<file path="config.mk">
export PLATFORM = sky130hd
export DESIGN_NAME = tts_front
export DESIGN_NICKNAME = d
export VERILOG_FILES = /design/src/hw/rtl/tts_pkg.sv /design/src/hw/rtl/tts_front.sv
export SDC_FILE = /design/constraint.sdc
export NUM_CORES = 1
export LEC_CHECK = 0
export ABC_AREA = 1
export ABC_CLOCK_PERIOD_IN_PS = 7600
export BUFFER_PORTS_ARGS = -buffer_cell sky130_fd_sc_hd__buf_2
export CAP_MARGIN = 20
export CORE_MARGIN = 3
export CORE_UTILIZATION = 27
export CTS_CLUSTER_SIZE = 12
export DETAILED_ROUTE_END_ITERATION = 16
export GPL_TIMING_DRIVEN = 0
export HOLD_SLACK_MARGIN = 0.08
export PLACE_DENSITY_LB_ADDON = 0.15
export SYNTH_ARGS = -nofsm -noshare
export SYNTH_HDL_FRONTEND = slang
export SYNTH_SLANG_ARGS = --single-unit
</file>
<file path="constraint.sdc">
create_clock -name clk -period 7.6 [get_ports clk]
set_input_delay 0.76 -clock clk [delete_from_list [all_inputs] [get_ports clk]]
set_output_delay 0.76 -clock clk [all_outputs]
set_load 0.03 [all_outputs]
</file>
<file path="src/hw/rtl/tts_pkg.sv">
// Shared constants and types for the triangle overlap test.
package tts_pkg;
	localparam int unsigned CoordWidth = 16;
	localparam int unsigned AxisCount  = 11;
	localparam int unsigned QueueDepth = 2;

	typedef enum logic [1:0] {
		ST_IDLE,
		ST_AXIS,
		ST_PROJ,
		ST_DONE
	} ctl_state_t;
endpackage

</file>
<file path="src/hw/rtl/tts_front.sv">
// Front end: accepts items, loads the reference, queues test triangles.
module tts_front #(
	parameter int unsigned CW    = tts_pkg::CoordWidth,
	parameter int unsigned DEPTH = tts_pkg::QueueDepth
) (
	input  logic                 clk,
	input  logic                 arst_n,
	input  logic                 in_valid,
	output logic                 in_ready,
	input  logic                 cmd,
	input  logic [9*CW-1:0]      in_coords,
	output logic [9*CW-1:0]      ref_coords,
	output logic                 q_valid,
	input  logic                 q_ready,
	output logic [9*CW-1:0]      q_coords
);
	localparam int unsigned AW = $clog2(DEPTH);
	logic [9*CW-1:0] mem_q [DEPTH];
	logic [9*CW-1:0] ref_q;
	logic [AW-1:0]   wp_q, rp_q;
	logic [AW:0]     cnt_q;
	logic            push, pop, full;

	assign full       = (cnt_q == (AW+1)'(DEPTH));
	// a load must wait until queued tests have drained
	assign in_ready   = cmd ? !full : (cnt_q == '0) && q_ready;
	assign push       = in_valid && in_ready && cmd;
	assign q_valid    = (cnt_q != '0);
	assign pop        = q_valid && q_ready;
	assign q_coords   = mem_q[rp_q];
	assign ref_coords = ref_q;

	always_ff @(posedge clk or negedge arst_n) begin
		if (!arst_n) begin
			wp_q  <= '0;
			rp_q  <= '0;
			cnt_q <= '0;
			ref_q <= '0;
		end else begin
			if (in_valid && in_ready && !cmd) ref_q <= in_coords;
			if (push) wp_q <= (wp_q == AW'(DEPTH-1)) ? '0 : wp_q + AW'(1);
			if (pop)  rp_q <= (rp_q == AW'(DEPTH-1)) ? '0 : rp_q + AW'(1);
			cnt_q <= cnt_q + (AW+1)'(push) - (AW+1)'(pop);
		end
	end

	always_ff @(posedge clk) begin
		if (push) mem_q[wp_q] <= in_coords;
	end
endmodule

</file>
==> results.rst, run 1 <==
.. list-table::
   :header-rows: 1

   * - Metric
     - Value
   * - Post-synthesis instance area
     - 16700 sq um
   * - CP cell instances
     - inv_2 > buf_2 > clkbuf_1 > nand2_1 > nand2_1 > buf_2
   * - Cell with the biggest individual delay on the critical path
     - clkbuf_1
   * - Final period util
     - 42.1%
   * - Number of cells produced by synthesis
     - 1388
   * - Part of the total power dissipated in sequential elements
     - 35.1%
   * - Summed negative setup slack over all endpoints
     - 0 ns
   * - Top Ports
     - 439
   * - Routed length per placed instance
     - 18.2 microns
   * - Clock period minus final worst setup slack
     - 3.20 ns
   * - Maxcap violations
     - 0
   * - First-pass GRT wire length
     - 72100 microns
   * - Leakage component of the power
     - 10.3 nW
   * - Sum of buffers and inverters on the critical path
     - 4
   * - DRC violation count after routing
     - 0
   * - Number of synthesized flops with an enable pin
     - 288
   * - Number of global-route vias before repair
     - 11200
   * - Net count after synthesis
     - 1538
   * - CTS Hold Bufs
     - 0
   * - Max Transition Viols Final
     - 0
   * - Maximum clock frequency
     - 313 MHz
   * - RSZ-0062 raised after global routing
     - no
   * - Die W
     - 255 microns
   * - Reported net switching power
     - 4.11 mW
   * - TritonCTS clock tree
     - built
   * - Pin count of the biggest net entering global routing
     - 93
   * - Critical path launch point type
     - flip-flop
   * - Largest vdd supply drop
     - 0.194 mV
   * - Number of optimization iterations in the first detailed-route pass
     - 5
   * - Clock root buffer
     - clkbuf_16
   * - Warnings from Yosys
     - 0
   * - Power per cell area
     - 442 nW/um^2
   * - Final core utilization
     - 35.8%
   * - Hold Vio Cnt, Final
     - 0
   * - Worst slack after detailed placement
     - 4.76 ns
   * - CTS sink cnt
     - 436
   * - Worst-case headroom to the max-slew limit
     - 58.7%
   * - Measured slew at the worst slew-check pin
     - 0.619 ns
   * - Number of violations reported at the end of detailed-routing iteration 0
     - 496
   * - Post-DP HPWL
     - 35300 microns
   * - Int Pwr
     - 5.48 mW
   * - Number of nets still failing antenna checks after routing
     - 0
   * - Endpoint class of the critical path
     - primary output
   * - Initial Utilization
     - 27.5%
   * - Signal arrival time at the worst endpoint
     - 2.44 ns
   * - Synthesis-to-finish area growth
     - 30.1%
   * - Final worst slack
     - 4.40 ns
   * - Largest delay share family, worst path
     - buffers and inverters
   * - Synthesized flop and latch total
     - 436
   * - Buffers from clock root to sink, at most
     - 3
   * - Number of buffers created by CTS
     - 50
   * - Synthesized area per cell
     - 12.0 sq um
   * - Gate power share
     - 41.0%
   * - Row cnt
     - 90
   * - Worst path required time
     - 6.84 ns
   * - IO buf count
     - 438
   * - Layout net count
     - 2040
   * - Worst setup skew after layout
     - 0.0220 ns
   * - Total global-route track usage
     - 14.8%
   * - Delay contributed by the slowest stage of the critical path
     - 0.45 ns
   * - Remaining Overflow, GRT
     - 0
   * - Clock latency of the later-clocked register in the worst-skew pair
     - 0.57 ns
   * - Final setup fails
     - 0
   * - Vias
     - 11300
   * - Die H
     - 255 microns
   * - Ratio of routed vias to standard cells
     - 4.15
   * - Maximum net fanout on the critical path
     - 10
   * - Net switching share of the total power
     - 42.9%
   * - Startpoint-to-endpoint class of the critical path
     - flip-flop to primary output
   * - Sequential-to-total area share from yosys stat
     - 74.1%
   * - Placeable core region
     - 60700 sq um
   * - Cts repair resizes
     - 0
   * - Most common flop cell mapped by yosys
     - edfxtp_1
   * - Post-CTS setup buffer count
     - 0
   * - Cell types occupying the most area after synthesis
     - edfxtp_1 52%, dfrtp_1 22%, nand2_1 13%
   * - Antenna violations before repair
     - 14
   * - Share of layout cells above drive strength 1
     - 33.3%
   * - Total Routed Length
     - 49500 microns
   * - CTS clock-pin slew for the worst setup and hold paths
     - 0.06 ns
   * - Distinct cell type count after synthesis
     - 19
   * - Final estimated routing congestion in global placement
     - 0.747
   * - Die Outline Area
     - 64800 sq um
   * - Max H-tree Level
     - 2
   * - Run status
     - finished, final reports clean
   * - Proportion of register bits with asynchronous set or reset after synthesis
     - 33.9%
   * - Part of the power in the clock network
     - 23.9%
   * - Path type of the worst min-delay path
     - input pin to asynchronous set/reset pin
   * - Synth area leader
     - edfxtp_1
   * - Area fraction of the dominant cell type after synthesis
     - 51.9%
[path summary, 6_finish.rpt]
check	start	to	slack, ns	cells after the start
hold reg to reg	ref_coords[44]	ref_coords[44]	0.47	2
min in group clk	in_coords[134]	mem_q[1][134]	0.39	1
hold / removal	arst_n	ref_coords[95]	0.09	1
setup / recovery	rp_q	q_coords[107]	4.40	6
setup reg to reg	cnt_q[0]	mem_q[0][41]	5.15	7
max in group asynchronous	arst_n	ref_coords[43]	6.55	2
[placed cells by master (no fill, tap or decap)]
master | Yosys | layout
a21oi_1 | 1 | 1
edfxtp_1 | 288 | 288
clkbuf_16 | 0 | 51
buf_2 | 9 | 446
inv_6 | 0 | 1
clkbuf_8 | 0 | 8
buf_1 | 3 | 3
nand3_1 | 2 | 2
clkinv_1 | 0 | 1
clkinv_2 | 0 | 7
clkinv_4 | 0 | 1
o21ai_0 | 60 | 60
xnor2_1 | 2 | 2
buf_8 | 0 | 1
diode_2 | 0 | 7
inv_1 | 151 | 151
clkinvlp_4 | 0 | 1
buf_16 | 0 | 2
inv_2 | 1 | 1
dfrtp_1 | 148 | 148
buf_12 | 0 | 10
clkbuf_1 | 25 | 45
ha_1 | 1 | 1
buf_6 | 25 | 25
bufinv_16 | 0 | 1
nand2_1 | 581 | 581
nor2_4 | 1 | 3
nor2_1 | 3 | 1
nand4_4 | 1 | 1
xor2_1 | 2 | 2
o21ai_2 | 84 | 84
[cell families (layout without fill, tap and decap cells)]
logic type,count (synthesis),after routing,share of synthesized area (%)
AO/OA/AOI/OAI,145,145,6.24
XOR/XNOR,4,4,0.210
adder cells (fa/ha/maj),1,1,0.0750
buffers and inverters,214,755,6.01
flip-flops,436,436,74.1
other,0,7,0
AND/OR/NAND/NOR,588,588,13.4
[flip-flops by register name, summed over array words and instances (netlist names)]
name	cells
mem_q	288
ref_coords	144
cnt_q	2
rp_q	1
wp_q	1
[area by class of cell]
cell class | instances | area (sq um)
diodes | 7 | 17.5
plain buffers | 62 | 432
clock buffers | 79 | 1460
clock inverters | 12 | 93.8
fillers | 6116 | 39000
inverters | 152 | 571
multi-input cells | 738 | 3340
flip-flops and latches | 436 | 12400
well taps | 782 | 978
repair buffers | 450 | 2460
[cell usage after synthesis (2+ instances only)]
library cell	n
buf_1	3
buf_2	9
buf_6	25
clkbuf_1	25
dfrtp_1	148
edfxtp_1	288
inv_1	151
nand2_1	581
nand3_1	2
nor2_1	3
o21ai_0	60
o21ai_2	84
xnor2_1	2
xor2_1	2
[power groups by stage]
stage	Combinational, mW	Clock, mW	Sequential (mW)
after floorplan	1.81	0	4.17
after global placement	3.96	0	3.49
after detailed placement	4.03	0	3.41
after CTS	4.04	2.37	3.37
after global routing	4.26	2.46	3.43
final	3.93	2.29	3.37
[stage by stage]
stage | hold slack (ns) | power (mW) | instance area, sq um | instances
after floorplan | 0.464 | 5.98 | 16700 | 1388
final | 0.0933 | 9.59 | 21700 | 2718
after global placement | 0.463 | 7.45 | 19800 | 2608
after detailed placement | 0.463 | 7.44 | 20100 | 2620
after CTS | 0.0840 | 9.78 | 21700 | 2711
after global routing | 0.0976 | 10.1 | 21700 | 2713
[metal layers]
layer | vias to the layer above | track usage, % | share of wire (%)
met5 | - | 0 | 0.14
met4 | 10 | 3.68 | 1.8
met3 | 74 | 5.31 | 7.9
met2 | 311 | 24.9 | 49
met1 | 5410 | 18.2 | 41
li1 | 5473 | - | -
Note: power is estimated with default switching activity, not from simulation.
==> run 2: changes to the inputs <==
--- a/config.mk
+++ b/config.mk
@@ -6,7 +6,7 @@
 export NUM_CORES = 1
 export LEC_CHECK = 0
 export ABC_AREA = 1
-export ABC_CLOCK_PERIOD_IN_PS = 7600
+export ABC_CLOCK_PERIOD_IN_PS = 3100
 export BUFFER_PORTS_ARGS = -buffer_cell sky130_fd_sc_hd__buf_2
 export CAP_MARGIN = 20
 export CORE_MARGIN = 3
==> constraint.sdc (replaced) <==
create_clock -name clk -period 3.1 [get_ports clk]
set_input_delay 0.31 -clock clk [delete_from_list [all_inputs] [get_ports clk]]
set_output_delay 0.31 -clock clk [all_outputs]
set_load 0.03 [all_outputs]
==> run 2 against run 1 <==
  * Combinational power rose by 150%
  * Via count rose by 3.6%
  * Worst setup slack got worse by 4.1 ns
  * Count of clock-buffer cells in the layout fell by 5
  * Hold slack improved by 0.039 ns
  * Design area rose by 7.1%
  * Total power rose by 150%
  * Critical path depth did not move
  * Critical endpoint is now q_coords[85]
  * Largest cell class unchanged
==> results.rst, run 2 (synthesized netlist as in run 1, its figures left out) <==
.. list-table::
   :header-rows: 1

   * - Metric
     - Value
   * - DRC violation count after routing
     - 0
   * - Maxcap violations
     - 0
   * - Clock latency of the later-clocked register in the worst-skew pair
     - 0.57 ns
   * - Total Routed Length
     - 49800 microns
   * - Number of nets still failing antenna checks after routing
     - 0
   * - IO buf count
     - 438
   * - Run status
     - finished, final reports clean
   * - Number of buffers created by CTS
     - 49
   * - Maximum net fanout on the critical path
     - 10
   * - Pin count of the biggest net entering global routing
     - 87
   * - Number of violations reported at the end of detailed-routing iteration 0
     - 504
   * - Worst-case headroom to the max-slew limit
     - 40.8%
   * - Worst path required time
     - 2.79 ns
   * - Final estimated routing congestion in global placement
     - 0.726
   * - Flip-flop count of the largest register after layout
     - 288
   * - Synthesis-to-finish area growth
     - 39.3%
   * - Hold Vio Cnt, Final
     - 0
   * - Worst setup skew after layout
     - 0.0144 ns
   * - Part of the total power dissipated in sequential elements
     - 34.5%
   * - CTS clock-pin slew for the worst setup and hold paths
     - 0.06 ns
   * - RSZ-0062 raised after global routing
     - no
   * - Reported net switching power
     - 10.1 mW
   * - Startpoint-to-endpoint class of the critical path
     - flip-flop to primary output
   * - Share of layout cells above drive strength 1
     - 31.2%
   * - Int Pwr
     - 13.8 mW
   * - Cts repair resizes
     - 0
   * - TritonCTS clock tree
     - built
   * - DP Cell Count
     - 2619
   * - Endpoint class of the critical path
     - primary output
   * - Initial Utilization
     - 27.5%
   * - Net switching share of the total power
     - 42.3%
   * - Die Outline Area
     - 64800 sq um
   * - Cell depth of the worst hold path
     - 3
   * - Part of the power in the clock network
     - 24.7%
   * - Placeable core region
     - 60700 sq um
   * - Measured slew at the worst slew-check pin
     - 0.887 ns
   * - Signal arrival time at the worst endpoint
     - 2.50 ns
   * - Most used cells in the layout excluding fill and tap cells
     - 580 x nand2_1, 446 x buf_2, 288 x edfxtp_1
   * - First-pass GRT wire length
     - 73700 microns
   * - Area after DPL
     - 20100 sq um
   * - Worst slack after detailed placement
     - 0.538 ns
   * - Most flop-heavy register
     - mem_q
   * - Post-CTS setup buffer count
     - 0
   * - Max Transition Viols Final
     - 0
   * - Maximum clock frequency
     - 356 MHz
   * - Number of global-route vias before repair
     - 11700
   * - Vias
     - 11700
   * - Final period util
     - 90.6%
   * - Commonest non-fill, non-tap cell in the layout
     - nand2_1
   * - Clock period minus final worst setup slack
     - 2.81 ns
   * - Gate power share
     - 40.8%
   * - Number of optimization iterations in the first detailed-route pass
     - 8
   * - Tightest hold margin
     - 0.132 ns
   * - Final setup fails
     - 0
   * - Power per cell area
     - 1030 nW/um^2
   * - Ratio of routed vias to standard cells
     - 4.09
   * - Buffers from clock root to sink, at most
     - 3
   * - Post-DP HPWL
     - 34700 microns
   * - Largest vdd supply drop
     - 0.600 mV
   * - Layout net count
     - 2184
   * - Routed length per placed instance
     - 17.4 microns
   * - Final worst slack
     - 0.290 ns
   * - Summed negative setup slack over all endpoints
     - 0 ns
   * - Top Ports
     - 439
   * - R2R depth
     - 7
   * - Antenna violations before repair
     - 2
   * - Max H-tree Level
     - 2
   * - Clock root buffer
     - clkbuf_16
   * - Leakage component of the power
     - 10.9 nW
   * - Die W
     - 255 microns
   * - Path type of the worst min-delay path
     - input pin to flip-flop
   * - Die H
     - 255 microns
   * - R2r setup slk
     - 0.61 ns
   * - CTS sink cnt
     - 436
   * - CTS Hold Bufs
     - 146
   * - Total global-route track usage
     - 15.0%
   * - Critical path launch point type
     - flip-flop
   * - Row cnt
     - 90
   * - Remaining Overflow, GRT
     - 0
   * - Final instance area
     - 23200 sq um
   * - Non-Filler Instances
     - 2858
run 2: changes by cell type in the layout (fill, tap and decap cells not counted):
cell | before | now
buf_16 | 2 | 1
clkinv_1 | 1 | 5
bufinv_16 | 1 | 4
clkbuf_8 | 8 | 10
clkbuf_1 | 45 | 38
nand2_1 | 581 | 580
clkinv_2 | 7 | 5
dlygate4sd3_1 | 0 | 146
diode_2 | 7 | 2
inv_2 | 1 | 2
nand3_1 | 2 | 1
nand2_2 | 0 | 1
nand3_4 | 0 | 1
inv_1 | 151 | 150
run 2: final timing paths:
path,from,endpoint
worst max-delay path,rp_q,q_coords[85]
worst min-delay path,in_valid,wp_q
worst max register to register,cnt_q[0],mem_q[1][25]
worst min register to register,ref_coords[54],ref_coords[54]
max in group asynchronous,arst_n,ref_coords[47]
min in group asynchronous,arst_n,ref_coords[108]
run 2: layout make-up:
type,instances,area [sq um]
multi-input cells,738,3350
clock buffers,74,1460
well taps,782,978
repair buffers,595,3890
diodes,2,5.00
fillers,5958,37500
flip-flops and latches,436,12400
plain buffers,62,432
clock inverters,17,189
inverters,152,571
run 2: power by group through the flow:
stage	Clock (mW)	Sequential [mW]	Combinational [mW]
final	5.92	8.26	9.78
after global routing	6.34	8.41	10.6
after CTS	6.10	8.27	10.0
after detailed placement	0	8.36	9.86
after floorplan	0	10.1	4.45
after global placement	0	8.40	9.69
run 2: worst max-delay path: stages (launching register included):
cell and delay, ns:
dfrtp_1 0.38, inv_2 0.28, buf_2 0.40, clkbuf_1 0.47, nand2_1 0.10, nand2_1 0.08
buf_2 0.22
run 2: metrics by stage:
step                      util (%)  power (mW)
after floorplan                  -        14.6
after global placement        32.7        18.1
after detailed placement      33.1        18.2
after CTS                     38.3        24.4
after global routing          38.3        25.4
final                         38.3        24.0
run 2: per-layer routing:
metal	vias up	global-route usage (%)	part of all wire [%]	wire, microns
met5	-	0	0.026	13
li1	5755	-	-	-
met1	5518	18.6	41	20500
met4	2	4.14	2.4	1170
met2	330	24.8	47	23600
met3	77	5.56	8.9	4410
==> run 3: changes to the inputs <==
--- a/config.mk
+++ b/config.mk
@@ -9,6 +9,8 @@
 export ABC_CLOCK_PERIOD_IN_PS = 3100
 export BUFFER_PORTS_ARGS = -buffer_cell sky130_fd_sc_hd__buf_2
 export CAP_MARGIN = 20
+export CELL_PAD_IN_SITES_DETAIL_PLACEMENT = 0
+export CELL_PAD_IN_SITES_GLOBAL_PLACEMENT = 2
 export CORE_MARGIN = 3
 export CORE_UTILIZATION = 27
 export CTS_CLUSTER_SIZE = 12
==> run 3 against run 2 <==
  * Total power rose by 1.3%
  * Hold slack improved by 0.00087 ns
  * Clock power rose by 3.9%
  * Non-clock buffer count rose by 2
  * Global-route usage rose by 0.58 points
  * Worst setup slack improved by 0.061 ns
  * Sequential cell count did not move
  * Largest power group unchanged
==> results.rst, run 3 (synthesized netlist as in run 1, its figures left out) <==
.. list-table::
   :header-rows: 1

   * - Metric
     - Value
   * - Final setup fails
     - 0
   * - Worst slack after detailed placement
     - 0.851 ns
   * - Total Routed Length
     - 51500 microns
   * - Overall power consumption
     - 24.3 mW
   * - Top Ports
     - 439
   * - Pin count of the biggest net entering global routing
     - 77
   * - Non-Filler Instances
     - 2866
   * - Final estimated routing congestion in global placement
     - 0.745
   * - Leakage component of the power
     - 11.0 nW
   * - Routed length per placed instance
     - 18.0 microns
   * - Largest vdd supply drop
     - 0.487 mV
   * - Die H
     - 255 microns
   * - Row cnt
     - 90
   * - Power per cell area
     - 1040 nW/um^2
   * - Vias
     - 11700
   * - Remaining Overflow, GRT
     - 0
   * - Worst path required time
     - 2.79 ns
   * - Critical path launch point type
     - flip-flop
   * - Maximum clock frequency
     - 364 MHz
   * - Max H-tree Level
     - 2
   * - CTS Hold Bufs
     - 146
   * - Sum of buffers and inverters on the critical path
     - 4
   * - CTS sink cnt
     - 436
   * - Signal arrival time at the worst endpoint
     - 2.44 ns
   * - Post-DP HPWL
     - 36000 microns
   * - Delay contributed by the slowest stage of the critical path
     - 0.47 ns
   * - Cts repair resizes
     - 0
   * - Run status
     - finished, final reports clean
   * - DRC violation count after routing
     - 0
   * - Maxcap violations
     - 0
   * - Number of global-route vias before repair
     - 11900
   * - Die Outline Area
     - 64800 sq um
   * - Buffers from clock root to sink, at most
     - 3
   * - Layout net count
     - 2188
   * - Endpoint class of the critical path
     - primary output
   * - Flip-flop count of the largest register after layout
     - 288
   * - Number of optimization iterations in the first detailed-route pass
     - 4
   * - CTS clock-pin slew for the worst setup and hold paths
     - 0.05 ns
   * - Measured slew at the worst slew-check pin
     - 0.737 ns
   * - Antenna violations before repair
     - 6
   * - Number of nets still failing antenna checks after routing
     - 0
   * - Synthesis-to-finish area growth
     - 40.1%
   * - Maximum net fanout on the critical path
     - 10
   * - R2r setup slk
     - 0.91 ns
   * - Placeable core region
     - 60700 sq um
   * - IO buf count
     - 438
   * - Commonest non-fill, non-tap cell in the layout
     - nand2_1
   * - Hold Vio Cnt, Final
     - 0
   * - Startpoint-to-endpoint class of the critical path
     - flip-flop to primary output
   * - Clock period minus final worst setup slack
     - 2.75 ns
   * - TritonCTS clock tree
     - built
   * - Number of buffers created by CTS
     - 51
   * - Cell with the biggest individual delay on the critical path
     - clkbuf_1
   * - Path type of the worst min-delay path
     - input pin to flip-flop
   * - Clock latency of the later-clocked register in the worst-skew pair
     - 0.59 ns
   * - Share of layout cells above drive strength 1
     - 31.2%
   * - R2R Path End
     - mem_q[0][38]
   * - Worst setup skew after layout
     - 0.0189 ns
   * - Largest delay share family, worst path
     - buffers and inverters
   * - First-pass GRT wire length
     - 75700 microns
   * - Max Transition Viols Final
     - 0
   * - Number of violations reported at the end of detailed-routing iteration 0
     - 527
   * - Post-CTS setup buffer count
     - 0
   * - R2R depth
     - 6
   * - Most flop-heavy register
     - mem_q
   * - Worst Hold Endpoint
     - wp_q
   * - Ratio of routed vias to standard cells
     - 4.09
   * - Clock root buffer
     - clkbuf_16
   * - CP cell instances
     - inv_2 > buf_2 > clkbuf_1 > nand2_1 > nand2_1 > buf_2
   * - RSZ-0062 raised after global routing
     - no
   * - Worst-case headroom to the max-slew limit
     - 50.9%
   * - DP Cell Count
     - 2621
   * - Die W
     - 255 microns
   * - Cell depth of the worst hold path
     - 3
   * - Final worst slack
     - 0.351 ns
   * - Final period util
     - 88.7%
   * - Total global-route track usage
     - 15.6%
   * - Worst r2r src
     - cnt_q[1]
   * - Most used cells in the layout excluding fill and tap cells
     - 580 x nand2_1, 446 x buf_2, 288 x edfxtp_1
   * - Initial Utilization
     - 27.5%
   * - Startpoint of the tightest hold check path
     - in_valid
-- run 3: changes by cell type in the layout (fill, tap and decap cells not counted) --
cell,change
buf_16,+3
inv_6,+3
clkinv_2,-1
bufinv_16,+3
buf_12,-1
clkinv_4,-1
clkinvlp_4,-1
clkbuf_1,+7
clkinv_1,-1
clkbuf_8,-4
diode_2,+1
-- run 3: area by class of cell --
class                      count  area, sq um
fill                        6004        37300
sequential                   436        12400
timing repair buffer         597         3950
multi-input combinational    738         3350
clock buffer                  77         1430
tap                          782          978
inverter                     152          571
buffer                        62          432
clock inverter                19          280
antenna                        3         7.51
-- run 3: where the power goes --
part	internal (mW)	switching (mW)	leakage [nW]
clock	3.77	2.38	0.834
combinational	2.60	7.26	5.63
sequential	7.67	0.595	4.49
total	14.0	10.2	11.0
-- run 3: how the worst max path moves through the flow --
stage | startpoint | to | slack (ns) | cells after the start
global placement | cnt_q[1] | mem_q[0][27] | -2.06 | 3
finish | rp_q | q_coords[110] | 0.35 | 6
floorplan | cnt_q[0] | mem_q[0][0] | -0.15 | 4
CTS | rp_q | q_coords[110] | 0.18 | 6
detailed placement | rp_q | q_coords[110] | 0.85 | 6
global route | rp_q | q_coords[106] | 0.06 | 6
-- run 3: worst register-to-register path: stages (launching register included) --
cell and delay, ns:
dfrtp_1 0.45, nand2_2 0.13, nand3_4 0.14, nor2_4 0.47
buf_16 0.24, buf_12 0.20, buf_12 0.25
-- run 3: per-layer routing --
layer	GRT usage [%]	up-vias	wire [microns]
met2	26.7	296	25300
met4	4.40	6	1050
li1	-	5774	-
met5	0	-	54
met1	18.9	5558	21200
met3	5.13	74	3910
-- run 3: through the flow --
step	instance area, sq um	TNS [ns]	hold slack (ns)	util, %
after global placement	19900	-751.10	0.463	32.7
after global routing	23400	0	0.109	38.5
final	23400	0	0.133	38.5
after floorplan	16700	-41.27	0.0144	-
after detailed placement	20200	0	0.373	33.2
after CTS	23400	0	0.0861	38.5
